[src/fun_pkg.sv]
// Package for the face unit normal core: widths, item types and pipeline constants.
package fun_pkg;

  localparam int COORD_BITS       = 12;
  localparam int NORMAL_FRAC_BITS = 14;
  localparam int NORM_BITS        = 16;

  localparam int DIFF_W  = COORD_BITS + 1;
  localparam int PROD_W  = 2 * DIFF_W;
  localparam int CROSS_W = PROD_W + 1;
  localparam int MAG_W   = PROD_W;
  localparam int LEN_W   = $clog2(MAG_W + 1);

  localparam int SUMSQ_W = 2 * NORM_BITS + 2;
  localparam int RAD_PAD = 16;
  localparam int RAD_W   = SUMSQ_W + RAD_PAD;
  localparam int ROOT_W  = RAD_W / 2;

  localparam int OUT_W   = NORMAL_FRAC_BITS + 2;
  localparam int QUO_W   = OUT_W;
  localparam int REM_W   = ROOT_W + 1;
  localparam int NUM_SH  = NORMAL_FRAC_BITS + 8;
  localparam int PRE_SH  = NUM_SH - QUO_W;
  localparam int UNIT    = 2 ** NORMAL_FRAC_BITS;

  localparam int FRONT_STAGES = 9;
  localparam int LATENCY      = FRONT_STAGES + ROOT_W + QUO_W + 1;

  typedef struct packed {
    logic signed [COORD_BITS-1:0] a_x;
    logic signed [COORD_BITS-1:0] a_y;
    logic signed [COORD_BITS-1:0] a_z;
    logic signed [COORD_BITS-1:0] b_x;
    logic signed [COORD_BITS-1:0] b_y;
    logic signed [COORD_BITS-1:0] b_z;
    logic signed [COORD_BITS-1:0] c_x;
    logic signed [COORD_BITS-1:0] c_y;
    logic signed [COORD_BITS-1:0] c_z;
  } in_item_t;

  typedef struct packed {
    logic signed [OUT_W-1:0] normal_x;
    logic signed [OUT_W-1:0] normal_y;
    logic signed [OUT_W-1:0] normal_z;
    logic                    degenerate;
  } out_item_t;

  // Per-item sideband carried through the root and divide pipelines.
  typedef struct packed {
    logic                       degen;
    logic [2:0]                 neg;
    logic [2:0][NORM_BITS-1:0]  m;
  } side_t;

endpackage

[src/fun_div.sv]
// Three-lane pipelined restoring divider with rounding, clamp and sign.
module fun_div (
  input  logic                        clk,
  input  logic                        rst_n,
  input  logic                        in_vld,
  input  fun_pkg::side_t              in_side,
  input  logic [fun_pkg::ROOT_W-1:0]  in_root,
  output logic                        out_vld,
  output fun_pkg::out_item_t          out_res
);

  localparam int NQ  = fun_pkg::QUO_W;
  localparam int RMW = fun_pkg::REM_W;
  localparam int MW  = fun_pkg::ROOT_W;
  localparam int OW  = fun_pkg::OUT_W;

  logic           vld_r  [NQ];
  fun_pkg::side_t side_r [NQ];
  logic [MW-1:0]  mag_r  [NQ];
  logic [RMW-1:0] rem_r  [NQ][3];
  logic [NQ-1:0]  q_r    [NQ][3];

  for (genvar j = 0; j < NQ; j++) begin : g_step
    logic           v_i;
    fun_pkg::side_t s_i;
    logic [MW-1:0]  mag_i;
    logic [RMW-1:0] rem_i   [3];
    logic [NQ-1:0]  q_i     [3];
    logic [RMW-1:0] rem_nxt [3];
    logic [NQ-1:0]  q_nxt   [3];

    if (j == 0) begin : g_first
      assign v_i   = in_vld;
      assign s_i   = in_side;
      assign mag_i = in_root;
      always_comb begin
        for (int l = 0; l < 3; l++) begin
          rem_i[l] = RMW'({in_side.m[l], {fun_pkg::PRE_SH{1'b0}}});
          q_i[l]   = '0;
        end
      end
    end else begin : g_next
      assign v_i   = vld_r[j-1];
      assign s_i   = side_r[j-1];
      assign mag_i = mag_r[j-1];
      always_comb begin
        for (int l = 0; l < 3; l++) begin
          rem_i[l] = rem_r[j-1][l];
          q_i[l]   = q_r[j-1][l];
        end
      end
    end

    always_comb begin
      logic [RMW-1:0] sh;
      logic           ge;
      for (int l = 0; l < 3; l++) begin
        sh         = {rem_i[l][RMW-2:0], 1'b0};
        ge         = sh >= {1'b0, mag_i};
        rem_nxt[l] = ge ? sh - {1'b0, mag_i} : sh;
        q_nxt[l]   = {q_i[l][NQ-2:0], ge};
      end
    end

    always_ff @(posedge clk) begin
      if (!rst_n) begin
        vld_r[j] <= 1'b0;
      end else begin
        vld_r[j] <= v_i;
      end
    end

    always_ff @(posedge clk) begin
      side_r[j] <= s_i;
      mag_r[j]  <= mag_i;
      for (int l = 0; l < 3; l++) begin
        rem_r[j][l] <= rem_nxt[l];
        q_r[j][l]   <= q_nxt[l];
      end
    end
  end

  // Round half up on the remainder, clamp to one, apply sign; degenerate items give zero.
  logic [OW-1:0] comp [3];

  always_comb begin
    logic [NQ:0]   qr;
    logic [OW-1:0] val;
    for (int l = 0; l < 3; l++) begin
      qr = {1'b0, q_r[NQ-1][l]}
         + (NQ+1)'({rem_r[NQ-1][l], 1'b0} >= {2'b0, mag_r[NQ-1]});
      if (qr > (NQ+1)'(fun_pkg::UNIT)) begin
        qr = (NQ+1)'(fun_pkg::UNIT);
      end
      val = qr[OW-1:0];
      if (side_r[NQ-1].degen) begin
        comp[l] = '0;
      end else if (side_r[NQ-1].neg[l]) begin
        comp[l] = -val;
      end else begin
        comp[l] = val;
      end
    end
  end

  assign out_vld            = vld_r[NQ-1];
  assign out_res.normal_x   = comp[0];
  assign out_res.normal_y   = comp[1];
  assign out_res.normal_z   = comp[2];
  assign out_res.degenerate = side_r[NQ-1].degen;

  logic unused_side;
  assign unused_side = ^side_r[NQ-1].m;

endmodule

[config.mk]
export PLATFORM = sky130hd
export DESIGN_NAME = fun_div
export DESIGN_NICKNAME = d
export VERILOG_FILES = /design/src/fun_pkg.sv /design/src/fun_div.sv
export SDC_FILE = /design/constraint.sdc
export NUM_CORES = 2
export LEC_CHECK = 0
export CAP_MARGIN = 30
export CELL_PAD_IN_SITES_DETAIL_PLACEMENT = 1
export CELL_PAD_IN_SITES_GLOBAL_PLACEMENT = 2
export CORE_MARGIN = 8
export CORE_UTILIZATION = 37
export CTS_CLUSTER_DIAMETER = 40
export DETAILED_ROUTE_END_ITERATION = 8
export DONT_BUFFER_PORTS = 1
export HOLD_SLACK_MARGIN = 0.15
export PLACE_DENSITY_LB_ADDON = 0.12
export SLEW_MARGIN = 10
export SYNTH_ARGS = -nofsm -noshare
export SYNTH_HDL_FRONTEND = slang
export SYNTH_SLANG_ARGS = --single-unit
[constraint.sdc]
create_clock -name clk -period 5.3 [get_ports clk]
set_clock_uncertainty 0.1 [all_clocks]
set_input_delay 0.265 -clock clk [delete_from_list [all_inputs] [get_ports clk]]
set_output_delay 0.265 -clock clk [all_outputs]
set_load 0.02 [all_outputs]
Word-level counts from Yosys, hierarchy flattened
Memories as Yosys holds them, arrays and structs flattened.
Index checks and enable logic that the tools add are counted.

word-level totals
  register bits after elaboration = 0
  memory bits (writable) = 3264
  bits of input ports = 80
  output and inout bits = 50
  logic and storage cells = 204
  memories = 5

memories
  memory  depth  bits a word  rd ports  clocked after memory_dff  write ports  RTL line       text
  rem_r   16     78           16        0                         16           fun_div.sv:20  logic [RMW-1:0] rem_r [NQ][3];
  side_r  16     52           16        0                         16           fun_div.sv:18  fun_pkg::side_t side_r [NQ];
  q_r     16     48           16        0                         16           fun_div.sv:21  logic [NQ-1:0] q_r [NQ][3];
  mag_r   16     25           16        0                         16           fun_div.sv:19  logic [MW-1:0] mag_r [NQ];
  vld_r   16     1            16        0                         16           fun_div.sv:17  logic vld_r [NQ];

operators by class
  $add $sub $neg = 54
  $lt $le $gt $ge = 54
  multiplexer cells = 75
  bitwise logic cells = 16

operators by type and width
  kind                    number
  $mux W26                48
  $ge A26 B25 Y1          45
  $sub A26 B25 Y26        45
  $mux W16                9
  $ge A27 B25 Y1          3
  $sub A23 B25 Y26        3
  $ge A23 B25 Y1          3
  $add A16 B1 Y17         3
  $gt A17 B15 Y1 const B  3
  $neg A16 Y16            3
  $mux W1                 18
  $or A1 B1 Y1            16

Depth between registers and ports, before layout
An unclocked memory read counts as a cell.

  depth in word-level cells = 8
  gate-level depth with buffers = 31
  depth with buffers taken out = 30

Worst setup path before layout
Ideal clock, no wire load.

  path type = register to output
  start = mem mag_r[15][2] (netlist bit)
  end = out out_res[13] (netlist bit)
  arrival = 5.803 ns
  required time = 4.935 ns
  slack = -0.868 ns
  stages on the path, launching flop included = 31
  path buffers = 1
  cells stage by stage = dfxtp_1 inv_1 ha_1 a21o_1 a21o_1 a211o_1 a21o_1 a21oi_1 o21ai_0 a21oi_1 nor2_1 o21ai_0 nand3_1 ha_1 ha_1 xnor2_1 nand2_1 nor4bb_1 nand4_1 o311ai_1 and4b_1 clkbuf_1 nand2_1 ha_1 and3_1 nand3_1 inv_1 nand3_1 and2_1 a21oi_1 nor4bb_1

RTL lines
  item                RTL line       text
  start: declaration  fun_div.sv:19
  end: declaration    fun_div.sv:9   output fun_pkg::out_item_t out_res

==> results by group <==
Run status
  – Status: finished, violations left
  – Violated checks: negative setup slack

STA
  – Max Clock Freq: 151 MHz
  – Slew Limit Headroom: 0.215
  – Final period util: 1.25
  – Slew Viols, Final: 0
  – Final worst setup slack: -1310 ps
  – Minimum clock period: 6610 ps
  – Final setup fails: 46
  – Final Hold Fails: 0
  – Slew @ Worst Pin: 1160 ps
  – RSZ-0062 raised after global routing: true
  – Worst hold slack: 203 ps

Yosys
  – Syn. warnings: 0
  – Register area share after synthesis: 0.369
  – Area of the mapped netlist: 0.114 mm²
  – Syn avg cell area: 8.99 µm²
  – Post-synth cell types: 89
  – Post-synthesis cell count: 12600
  – Post-synth EDFFs: 0
  – Async S/R FF share, synth: 0
  – Flops & latches, synth: 2091
  – Top_reg_cell synth: dfxtp_1

Setup path
  – Critical path peak fanout: 4
  – Slowest-stage cell, CP: dfxtp_2
  – Worst reg2reg startpoint: mag_r[5][2]
  – WS Path Type: reg -> out
  – FF-to-FF End: rem_r[6][13]
  – Buffers and inverters on the worst path: 5
  – R2r setup slk: 670 ps
  – CP Capture Type: output pin
  – Reg2reg path depth: 12
  – CP arrival: 6250 ps
  – WP data required: 4930 ps
  – Startpoint type of the worst setup path: flop
  – CP peak stage delay: 330 ps
  – Worst path top cell family by delay: simple AND/OR/NAND/NOR gates

Power and ir drop
  – Internal: 60.6 mW
  – Clock power share: 0.229
  – Flop pwr share: 0.254
  – PD cells: 787 mW/mm²
  – Leak pwr: 61.2 nW
  – Sw Pwr: 47.8 mW
  – Maximum vdd drop: 0.333 mV
  – Sw Ratio: 0.441
  – Combinational share of power: 0.517

Global route
  – Largest net degree at the start of global routing: 49
  – Vias in the first global route: 99500
  – GRT Residual Overflow: 0
  – First-pass GRT wire length: 667000 µm
  – Initial antenna violation count: 60
  – GRT Util Overall: 0.270

Routing
  – Drt wl/cell: 25.8 µm
  – Iteration-0 DRC Markers: 6636
  – DRC Markers: 0
  – Vias per inst: 5.49
  – Antenna viol nets, final: 0
  – Total number of vias: 97500
  – Total iterations of the first detailed-routing run: 6
  – Post-Route WL: 459000 µm

Floorplanning
  – Starting density of the core: 0.372
  – Die area: 0.325 mm²
  – Num rows: 203
  – Chip height: 570 µm
  – Chip width: 570 µm
  – Num ports: 130
  – Core ar.: 0.306 mm²

Min path
  – Hold-critical path depth: 0
  – Hold path endpoint: q_r[4][66]
  – HP Class: reg -> reg
  – Worst Hold Launch: q_r[4][17]

Finish
  – Layout cells sized above 1: 0.123
  – Fin util: 0.451
  – Layout Nets: 14700
  – Most common cell after layout, fill and taps aside: dfxtp_1
  – Number of fill cells in the layout: 34700
  – Commonest cells after routing, fill and taps aside: dfxtp_1 (2088), ha_1 (1217), a21oi_1 (1068), nand2_1 (933), nor2_1 (819)
  – Area growth syn-to-layout: 21.4%

Clock network
  – H-tree depth: 5
  – Clock root cell: clkbuf_16
  – Maximum clock path buffer count: 4
  – TritonCTS clock tree: yes
  – CTS clk-pin slew, worst paths: 60 ps
  – Clock Latency Late Sink: 940 ps
  – Clk sink count: 2091
  – Cts bufs inserted: 376

Placed design
  – Routability Congestion: 0.929
  – DP HPWL: 380000 µm
  – Port bufs: 0
  – Pre-CTS setup slack: -995 ps

Job
  – Maxcap violations: 0
==> synthesized netlist by cell type, types with 112 or more instances <==
master,n,area share
o21a_1,177,0.012
mux2_2,322,0.032
xnor2_1,606,0.047
nand2_1,946,0.031
nor2_1,851,0.028
a21oi_1,1092,0.048
o21ai_0,831,0.037
a31oi_1,112,0.0062
nand3_1,217,0.0096
nor2b_1,171,0.0094
a21o_1,498,0.033
inv_1,770,0.025
nor3_1,206,0.0091
nand4_1,176,0.0097
mux2_1,128,0.013
xor2_1,380,0.029
dfxtp_1,2091,0.37
ha_1,1255,0.14
nand2b_1,218,0.012
clkbuf_1,184,0.0061
==> sequential cells by signal, indices dropped and copies added, names as in the netlist <==
signal and cells:
side_r 64, q_r 408, vld_r 16, mag_r 400, rem_r 1203
==> repair_timing <==
item	in CTS	in global routing
hold buffers	176	0
resized for setup	200	107
buffers inserted	26	18
endpoints found under the hold margin	120	0
pin swaps	81	58
endpoints found under the setup margin	48	58
==> cell families after synthesis <==
kind of cell | Yosys count | share of synthesized area
XOR/XNOR | 986 | 0.0760
flip-flops | 2091 | 0.369
multiplexers | 473 | 0.0466
adder cells (fa/ha/maj) | 1300 | 0.146
buffers and inverters | 1013 | 0.0339
AND/OR/NAND/NOR | 3222 | 0.135
AO/OA/AOI/OAI | 3548 | 0.193
other | 1 | 0.0000330
==> worst max path at each step <==
stage / start / end / slack, ps / cells after the start
after detailed placement: mag_r[15][1] / out_res[45] / -1000 / 31
after global routing: mag_r[15][8] / out_res[13] / -1740 / 33
after global placement: mag_r[15][1] / out_res[39] / -830 / 31
final: mag_r[15][2] / out_res[13] / -1310 / 32
after CTS: mag_r[15][2] / out_res[13] / -1330 / 32
after floorplan: mag_r[15][2] / out_res[13] / 4 / 30
==> metal layers <==
metal  up-vias  GRT usage  part of all wire  routed length, µm
li1      46600          -                 -                  -
met1     48300      0.387              0.49             223000
met2      2073      0.430              0.44             203000
met3       583     0.0323             0.044              20300
met4         8     0.0724             0.028              13100
met5         -          0           0.00012                 54
==> final cells by class <==
| class | count | area [µm²] | area share |
|---|---|---|---|
| well taps | 4100 | 5130 | 0.0372 |
| diodes | 27 | 67.6 | 0.000490 |
| flip-flops and latches | 2091 | 41900 | 0.304 |
| repair buffers | 559 | 5080 | 0.0368 |
| multi-input cells | 9532 | 69600 | 0.505 |
| inverters | 779 | 2930 | 0.0212 |
| clock buffers | 437 | 10000 | 0.0727 |
| clock inverters | 256 | 3160 | 0.0229 |
==> power groups by stage <==
| stage | combinational [mW] | sequential, mW | clock [mW] |
|---|---|---|---|
| floorplan | 36.6 | 24.3 | 0 |
| global placement | 53.2 | 27.8 | 0 |
| detailed placement | 54.0 | 27.8 | 0 |
| CTS | 55.4 | 27.6 | 25.3 |
| global route | 60.9 | 28.0 | 26.0 |
| finish | 56.1 | 27.6 | 24.8 |
==> stage by stage <==
stage | power, mW | instances | TNS [ps] | area, µm²
2_1_floorplan | 60.9 | 12600 | 0 | 114000
3_3_place_gp | 81.0 | 16800 | -11770 | 121000
3_5_place_dp | 81.8 | 16800 | -15350 | 121000
4_1_cts | 108 | 17700 | -38230 | 137000
5_1_grt | 115 | 17800 | -53030 | 138000
6_report | 108 | 17800 | -37010 | 138000
Note: power is estimated with default switching activity, not from simulation.
