[src/fun_pkg.sv]
// Package for the face unit normal core: widths, item types and pipeline constants.
package fun_pkg;

  localparam int COORD_BITS       = 12;
  localparam int NORMAL_FRAC_BITS = 14;
  localparam int NORM_BITS        = 16;

  localparam int DIFF_W  = COORD_BITS + 1;
  localparam int PROD_W  = 2 * DIFF_W;
  localparam int CROSS_W = PROD_W + 1;
  localparam int MAG_W   = PROD_W;
  localparam int LEN_W   = $clog2(MAG_W + 1);

  localparam int SUMSQ_W = 2 * NORM_BITS + 2;
  localparam int RAD_PAD = 16;
  localparam int RAD_W   = SUMSQ_W + RAD_PAD;
  localparam int ROOT_W  = RAD_W / 2;

  localparam int OUT_W   = NORMAL_FRAC_BITS + 2;
  localparam int QUO_W   = OUT_W;
  localparam int REM_W   = ROOT_W + 1;
  localparam int NUM_SH  = NORMAL_FRAC_BITS + 8;
  localparam int PRE_SH  = NUM_SH - QUO_W;
  localparam int UNIT    = 2 ** NORMAL_FRAC_BITS;

  localparam int FRONT_STAGES = 9;
  localparam int LATENCY      = FRONT_STAGES + ROOT_W + QUO_W + 1;

  typedef struct packed {
    logic signed [COORD_BITS-1:0] a_x;
    logic signed [COORD_BITS-1:0] a_y;
    logic signed [COORD_BITS-1:0] a_z;
    logic signed [COORD_BITS-1:0] b_x;
    logic signed [COORD_BITS-1:0] b_y;
    logic signed [COORD_BITS-1:0] b_z;
    logic signed [COORD_BITS-1:0] c_x;
    logic signed [COORD_BITS-1:0] c_y;
    logic signed [COORD_BITS-1:0] c_z;
  } in_item_t;

  typedef struct packed {
    logic signed [OUT_W-1:0] normal_x;
    logic signed [OUT_W-1:0] normal_y;
    logic signed [OUT_W-1:0] normal_z;
    logic                    degenerate;
  } out_item_t;

  // Per-item sideband carried through the root and divide pipelines.
  typedef struct packed {
    logic                       degen;
    logic [2:0]                 neg;
    logic [2:0][NORM_BITS-1:0]  m;
  } side_t;

endpackage

[src/fun_sqrt.sv]
// Pipelined integer square root, one result bit per stage.
module fun_sqrt (
  input  logic                          clk,
  input  logic                          rst_n,
  input  logic                          in_vld,
  input  fun_pkg::side_t                in_side,
  input  logic [fun_pkg::SUMSQ_W-1:0]   in_sumsq,
  output logic                          out_vld,
  output fun_pkg::side_t                out_side,
  output logic [fun_pkg::ROOT_W-1:0]    out_root
);

  localparam int RW = fun_pkg::RAD_W;
  localparam int NS = fun_pkg::ROOT_W;

  logic           vld_r  [NS];
  fun_pkg::side_t side_r [NS];
  logic [RW-1:0]  x_r    [NS];
  logic [RW-1:0]  rt_r   [NS];

  for (genvar k = 0; k < NS; k++) begin : g_step
    localparam logic [RW:0] BIT = {{RW{1'b0}}, 1'b1} << (2 * (NS - 1 - k));
    logic           v_i;
    fun_pkg::side_t s_i;
    logic [RW-1:0]  x_i, rt_i, x_nxt, rt_nxt;
    logic [RW:0]    trial;

    if (k == 0) begin : g_first
      assign v_i  = in_vld;
      assign s_i  = in_side;
      assign x_i  = {in_sumsq, {fun_pkg::RAD_PAD{1'b0}}};
      assign rt_i = '0;
    end else begin : g_next
      assign v_i  = vld_r[k-1];
      assign s_i  = side_r[k-1];
      assign x_i  = x_r[k-1];
      assign rt_i = rt_r[k-1];
    end

    always_comb begin
      trial = {1'b0, rt_i} + BIT;
      if ({1'b0, x_i} >= trial) begin
        x_nxt  = x_i - trial[RW-1:0];
        rt_nxt = (rt_i >> 1) + BIT[RW-1:0];
      end else begin
        x_nxt  = x_i;
        rt_nxt = rt_i >> 1;
      end
    end

    always_ff @(posedge clk) begin
      if (!rst_n) begin
        vld_r[k] <= 1'b0;
      end else begin
        vld_r[k] <= v_i;
      end
    end

    always_ff @(posedge clk) begin
      side_r[k] <= s_i;
      x_r[k]    <= x_nxt;
      rt_r[k]   <= rt_nxt;
    end
  end

  assign out_vld  = vld_r[NS-1];
  assign out_side = side_r[NS-1];
  assign out_root = rt_r[NS-1][NS-1:0];

endmodule

[config.mk]
export PLATFORM = sky130hd
export DESIGN_NAME = fun_sqrt
export DESIGN_NICKNAME = d
export VERILOG_FILES = /design/src/fun_pkg.sv /design/src/fun_sqrt.sv
export SDC_FILE = /design/constraint.sdc
export NUM_CORES = 2
export LEC_CHECK = 0
export ABC_CLOCK_PERIOD_IN_PS = 3100
export BUFFER_PORTS_ARGS = -buffer_cell sky130_fd_sc_hd__buf_4
export CORE_UTILIZATION = 35
export DETAILED_ROUTE_END_ITERATION = 6
export HOLD_SLACK_MARGIN = 0.1
export PLACE_DENSITY_LB_ADDON = 0.12
export SYNTH_ARGS = -nofsm -noshare
export SYNTH_HDL_FRONTEND = slang
export SYNTH_SLANG_ARGS = --single-unit
export TNS_END_PERCENT = 20
[constraint.sdc]
create_clock -name clk -period 3.1 [get_ports clk]
set_input_delay 0.465 -clock clk [delete_from_list [all_inputs] [get_ports clk]]
set_output_delay 0.465 -clock clk [all_outputs]
set_load 0.02 [all_outputs]
## Word level (Yosys, flattened, before mapping)

Memories as Yosys holds them, arrays and structs flattened.
Index checks and enable logic that the tools add are counted.

| cells by class | value |
|---|---|
| multiplexer cells | 77 |
| bitwise logic cells | 25 |
| add/sub/neg operators | 73 |
| magnitude comparators | 25 |

Operators with widths:

| operator | count |
|---|---|
| 50-bit 2-to-1 mux | 49 |
| 50-bit by 51-bit greater-or-equal comparator with 1-bit output | 24 |
| 50-bit subtractor | 24 |
| 50-bit by 1-bit adder with 51-bit output (second input constant) | 1 |
| 50-bit by 11-bit adder with 51-bit output (second input constant) | 1 |
| 50-bit by 13-bit adder with 51-bit output (second input constant) | 1 |
| 50-bit by 15-bit adder with 51-bit output (second input constant) | 1 |
| 50-bit by 17-bit adder with 51-bit output (second input constant) | 1 |
| 50-bit by 19-bit adder with 51-bit output (second input constant) | 1 |
| 50-bit by 21-bit adder with 51-bit output (second input constant) | 1 |
| 50-bit by 23-bit adder with 51-bit output (second input constant) | 1 |
| 50-bit by 25-bit adder with 51-bit output (second input constant) | 1 |
| 50-bit by 27-bit adder with 51-bit output (second input constant) | 1 |
| 50-bit by 29-bit adder with 51-bit output (second input constant) | 1 |
| 50-bit by 3-bit adder with 51-bit output (second input constant) | 1 |
| 50-bit by 31-bit adder with 51-bit output (second input constant) | 1 |
| 50-bit by 33-bit adder with 51-bit output (second input constant) | 1 |
| 50-bit by 35-bit adder with 51-bit output (second input constant) | 1 |
| 50-bit by 37-bit adder with 51-bit output (second input constant) | 1 |
| 50-bit by 39-bit adder with 51-bit output (second input constant) | 1 |
| 50-bit by 41-bit adder with 51-bit output (second input constant) | 1 |
| 50-bit by 43-bit adder with 51-bit output (second input constant) | 1 |
| 50-bit by 45-bit adder with 51-bit output (second input constant) | 1 |
| 50-bit by 47-bit adder with 51-bit output (second input constant) | 1 |
| other kinds (32) | 82 |

| storage, ports and cells | value |
|---|---|
| memories kept | 4 |
| register bits | 0 |
| bits in writable memories | 3825 |
| input bits | 89 |

Memory list:

| name | words | width | read ports | clocked after memory_dff | wr ports | line | text |
|---|---|---|---|---|---|---|---|
| side_r | 25 | 52 | 25 | 0 | 25 | fun_sqrt.sv:17 | `fun_pkg::side_t side_r [NS];` |
| rt_r | 25 | 50 | 25 | 0 | 25 | fun_sqrt.sv:19 | `logic [RW-1:0] rt_r [NS];` |
| x_r | 25 | 50 | 24 | 0 | 25 | fun_sqrt.sv:18 | `logic [RW-1:0] x_r [NS];` |
| vld_r | 25 | 1 | 25 | 0 | 25 | fun_sqrt.sv:16 | `logic vld_r [NS];` |

## Logic depth before layout (Yosys ltp)

An unclocked memory read counts as a cell.

| depth | value |
|---|---|
| depth after elaboration | 4 |
| depth in mapped cells | 13 |

## Worst setup path after synthesis

OpenSTA, ideal clock, no wires.

| timing | value |
|---|---|
| path kind | reg2reg |
| start | memory x_r[2][208] in the netlist's numbering |
| end | memory x_r[2][292] in the netlist's numbering |
| arrival | 2683 ps |
| buffers on the path | 0 |
| slack | 297 ps |
| required time | 2980 ps |
| cell stages (with the launch flop) | 11 |
| library setup time | 120 ps |
| cells stage by stage | dfxtp_1 ha_1 fa_1 a211o_1 o211ai_1 a211oi_1 a21bo_2 o2111a_1 o2111ai_1 o211ai_1 xnor2_1 |

RTL lines:

| item | line |
|---|---|
| from (decl) | fun_sqrt.sv:18 |

==> out/metrics.yaml <==
status:
  status: "finished, final reports clean"
pwr:
  pwr-share-comb_pct: 17.9
  power_frac_seq_pct: 46.0
  power_density_nw_per_um2: 979.8
  switching_share_pct: 28.01
  power_leakage_nw: 40.63
  vdd_drop_max_mv: 0.5491
  internal_power_mw: 64.70
  p_clk_share_pct: 36.2
  p_switching_mw: 25.18
synthesis:
  syn_avg_cell_area_um2: 11.68
  synth.top_cell.area_share_pct: 66.51
  synth_top_cell_by_area: "dfxtp_1"
  synth_edf_count: 0
  yosysUniqueCellTypes: 97
  ys_ff_latch: 2515
  ys_seq_area_share_pct: 66.51
  yosys-top-cells-area: "dfxtp_1 (67%), ha_1 (5.5%), xor2_1 (2.9%)"
  yosysWarningCount: 0
  synthCells: 6479
  synthesis.area_um2: 75700
  synth_flop_cell: "dfxtp_1"
  syn-num-nets: 6906
  async_flop_share_pct: 0
placement:
  place_ws_ns: -0.05505
  hpwl_mm: 103.5
  gp_congestion: 0.8555
  port_buffers: 166
global_routing:
  grt_pass1_vias: 45300
  grt_first_pass_wirelength_mm: 233.5
  grt_overflow: 0
  grt_use_total_pct: 13.18
  antenna_found_initial: 3
  grt_max_degree: 42
finish:
  syn_to_final_growth_pct: 21.17
  drive_gt1_share_pct: 11.97
  layout.nets: 7511
  utilization_pct: 42.70
critical_path:
  crit_type: "reg2reg"
  worst_ep_required_time_ns: 3.88
  setup.worst_path.start_class: "flip-flop"
  crit_arrival_ns: 3.78
  cp_max_fo: 3
  end_kind: "flip-flop"
sta:
  fin_ws_ns: 0.09680
  setup_viol: 0
  worstMarginPinSlew_ns: 0.9026
  finalMaxSlewViolations: 0
  period_share_pct: 96.88
  fmax_ghz: 0.3330
  slew_headroom_pct: 39.37
  fin_worst_skew_ns: 0.06568
  rsz0062_at_grt: "yes"
  fin_crit_ns: 3.003
  hold_viol: 0
die:
  die-area_um2: 218100
  ioPinCount: 167
  rows: 170
  fp.dieW_um: 467.1
  die_y_um: 467.1
  core-area_um2: 214800
  start_util_pct: 35.24
clocking:
  max-clock-path-buffers: 4
  cts_num_sinks: 2515
  numCtsBuffers: 285
  cts-root-buf: "clkbuf_16"
  clk_pin_slew_worst_paths_ns: 0.06
  h-tree-depth: 5
  tritoncts: "done"
  worstSkewPairLatency_ns: 0.90
route:
  wire_per_inst_um: 14.17
  via_count: 45180
  wirelength_mm: 143.5
  drc: 0
  route.antenna.remaining_nets: 0
  first_pass_iters: 6
  vias_per_cell: 4.461
  drtIter0Drc: 2238
run:
  maxCapViolations: 0
worst_hold_path:
  hp-class: "in2reg"
-- Yosys cell counts (25+ instances only) --
cell	n
or2_2	25
a31oi_1	38
a21o_1	101
and2_1	44
nor3_1	148
and3_1	26
ha_1	331
or4_1	28
nor2_1	314
o211ai_1	33
xor2_1	248
o21a_1	59
xnor2_1	231
nor4_1	121
nand3_1	90
o31ai_1	41
nand2b_1	57
o21ai_0	337
dfxtp_1	2515
nand2_1	423
clkbuf_1	53
nand4_1	57
or3_1	54
nor2b_1	35
a21oi_1	259
inv_1	421
a211oi_1	42
buf_2	28
-- worst paths after layout --
check / start / to / slack, ns / cells after the start
max: x_r[2][304] / x_r[2][384] / 0.1 / 11
min reg2reg: side_r[0][232] / side_r[0][284] / 0.28 / 0
min: in_side[34] / side_r[0][34] / 0.20 / 2
max reg2reg: x_r[2][304] / x_r[2][384] / 0.1 / 11
-- through the flow --
| stage | power, mW | TNS [ns] | std cells | cell area, µm² | hold WS (ns) |
|---|---|---|---|---|---|
| floorplan | 52.39 | 0 | 6479 | 75700 | 0.3096 |
| finish | 89.87 | 0 | 10130 | 91720 | 0.1995 |
| global route | 95.11 | -0.03572 | 10130 | 91720 | 0.1408 |
| detailed placement | 57.84 | -0.1485 | 9536 | 81260 | 0.3121 |
| CTS | 91.23 | 0 | 10120 | 91540 | 0.1034 |
| global placement | 57.81 | -0.1318 | 9536 | 81260 | 0.3095 |
-- routing by layer --
layer / vias to the layer above / GRT usage [%] / share of wire, %
met4: 0 / 5.976 / 4.0
met3: 373 / 2.744 / 4.3
li1: 23250 / - / -
met2: 860 / 21.15 / 45
met1: 20690 / 16.98 / 47
met5: - / 0 / 0
-- critical path, stage by stage (launching register included) --
cell       delay [ns]
dfxtp_1          0.37
ha_1             0.20
buf_4            0.12
fa_1             0.22
a211oi_1         0.09
o21bai_1         0.35
o21ai_1          0.16
o41ai_1          0.49
o22a_1           0.30
a31oi_2          0.15
o2111ai_1        0.28
xnor2_1          0.17
-- cell type report --
cell class | instances | area [µm²]
Antenna cell | 1 | 2.502
Clock buffer | 393 | 8199
Clock inverter | 97 | 1074
Fill cell | 20100 | 123100
Inverter | 427 | 1603
Multi-Input combinational cell | 3448 | 23570
Sequential cell | 2515 | 50350
Tap cell | 2838 | 3551
Timing Repair Buffer | 407 | 3376
-- state kept, by name (all words and copies together), names as in the netlist --
register,cells
x_r,865
vld_r,25
side_r,1300
rt_r,325
-- cell families after synthesis --
kind of cell	count (synthesis)	share of synthesized area (%)
DFF	2515	66.51
and+or+nand+nor	1523	10.19
AOI/OAI and AO/OA	1074	8.972
buffers and inverters	516	2.641
xor gates and xnor gates	479	5.542
adders and majority gates	338	5.656
muxes	34	0.4876
-- power groups by stage --
stage | logic [mW] | registers (mW) | clock network (mW)
after CTS | 16.0 | 41.4 | 33.8
final | 16.1 | 41.3 | 32.5
after global placement | 15.8 | 42.1 | 0
after detailed placement | 15.8 | 42.0 | 0
after floorplan | 12.0 | 40.4 | 0
after global routing | 18.1 | 41.9 | 35.1
-- layout by cell type, fill, tap and decap left out, types with 14 or more instances in the layout --
| master | n |
|---|---|
| nand2_1 | 423 |
| xor2_1 | 248 |
| and3_1 | 26 |
| ha_1 | 330 |
| o31ai_1 | 39 |
| nor3_1 | 146 |
| clkbuf_1 | 52 |
| nor4b_1 | 23 |
| o21a_1 | 59 |
| a21o_1 | 101 |
| nand3_1 | 90 |
| xnor2_1 | 231 |
| bufinv_16 | 19 |
| or3_1 | 54 |
| clkinv_2 | 51 |
| a21oi_1 | 253 |
| nor2_1 | 314 |
| clkbuf_16 | 294 |
| nand4b_1 | 14 |
| dlygate4sd3_1 | 98 |
| o21ai_0 | 328 |
| clkbuf_8 | 47 |
| and2_1 | 44 |
| mux2_2 | 20 |
| or4_1 | 28 |
| nor4_1 | 115 |
| o21bai_1 | 21 |
| a31oi_1 | 33 |
| dfxtp_1 | 2515 |
| nor2b_1 | 34 |
| nand3b_1 | 16 |
| buf_4 | 303 |
| a211oi_1 | 37 |
| nand2b_1 | 57 |
| inv_1 | 421 |
| or2_2 | 25 |
| nand4_1 | 57 |
| a211o_1 | 15 |
| o211ai_1 | 33 |
-- repair_timing --
item	4_1_cts	5_1_grt
setup buffers	0	1
pin swaps	0	9
hold buffers	98	0
endpoints found under the hold margin	112	0
gates resized for setup	3	42
setup endpoints to repair	6	90
Note: power is estimated with default switching activity, not from simulation.
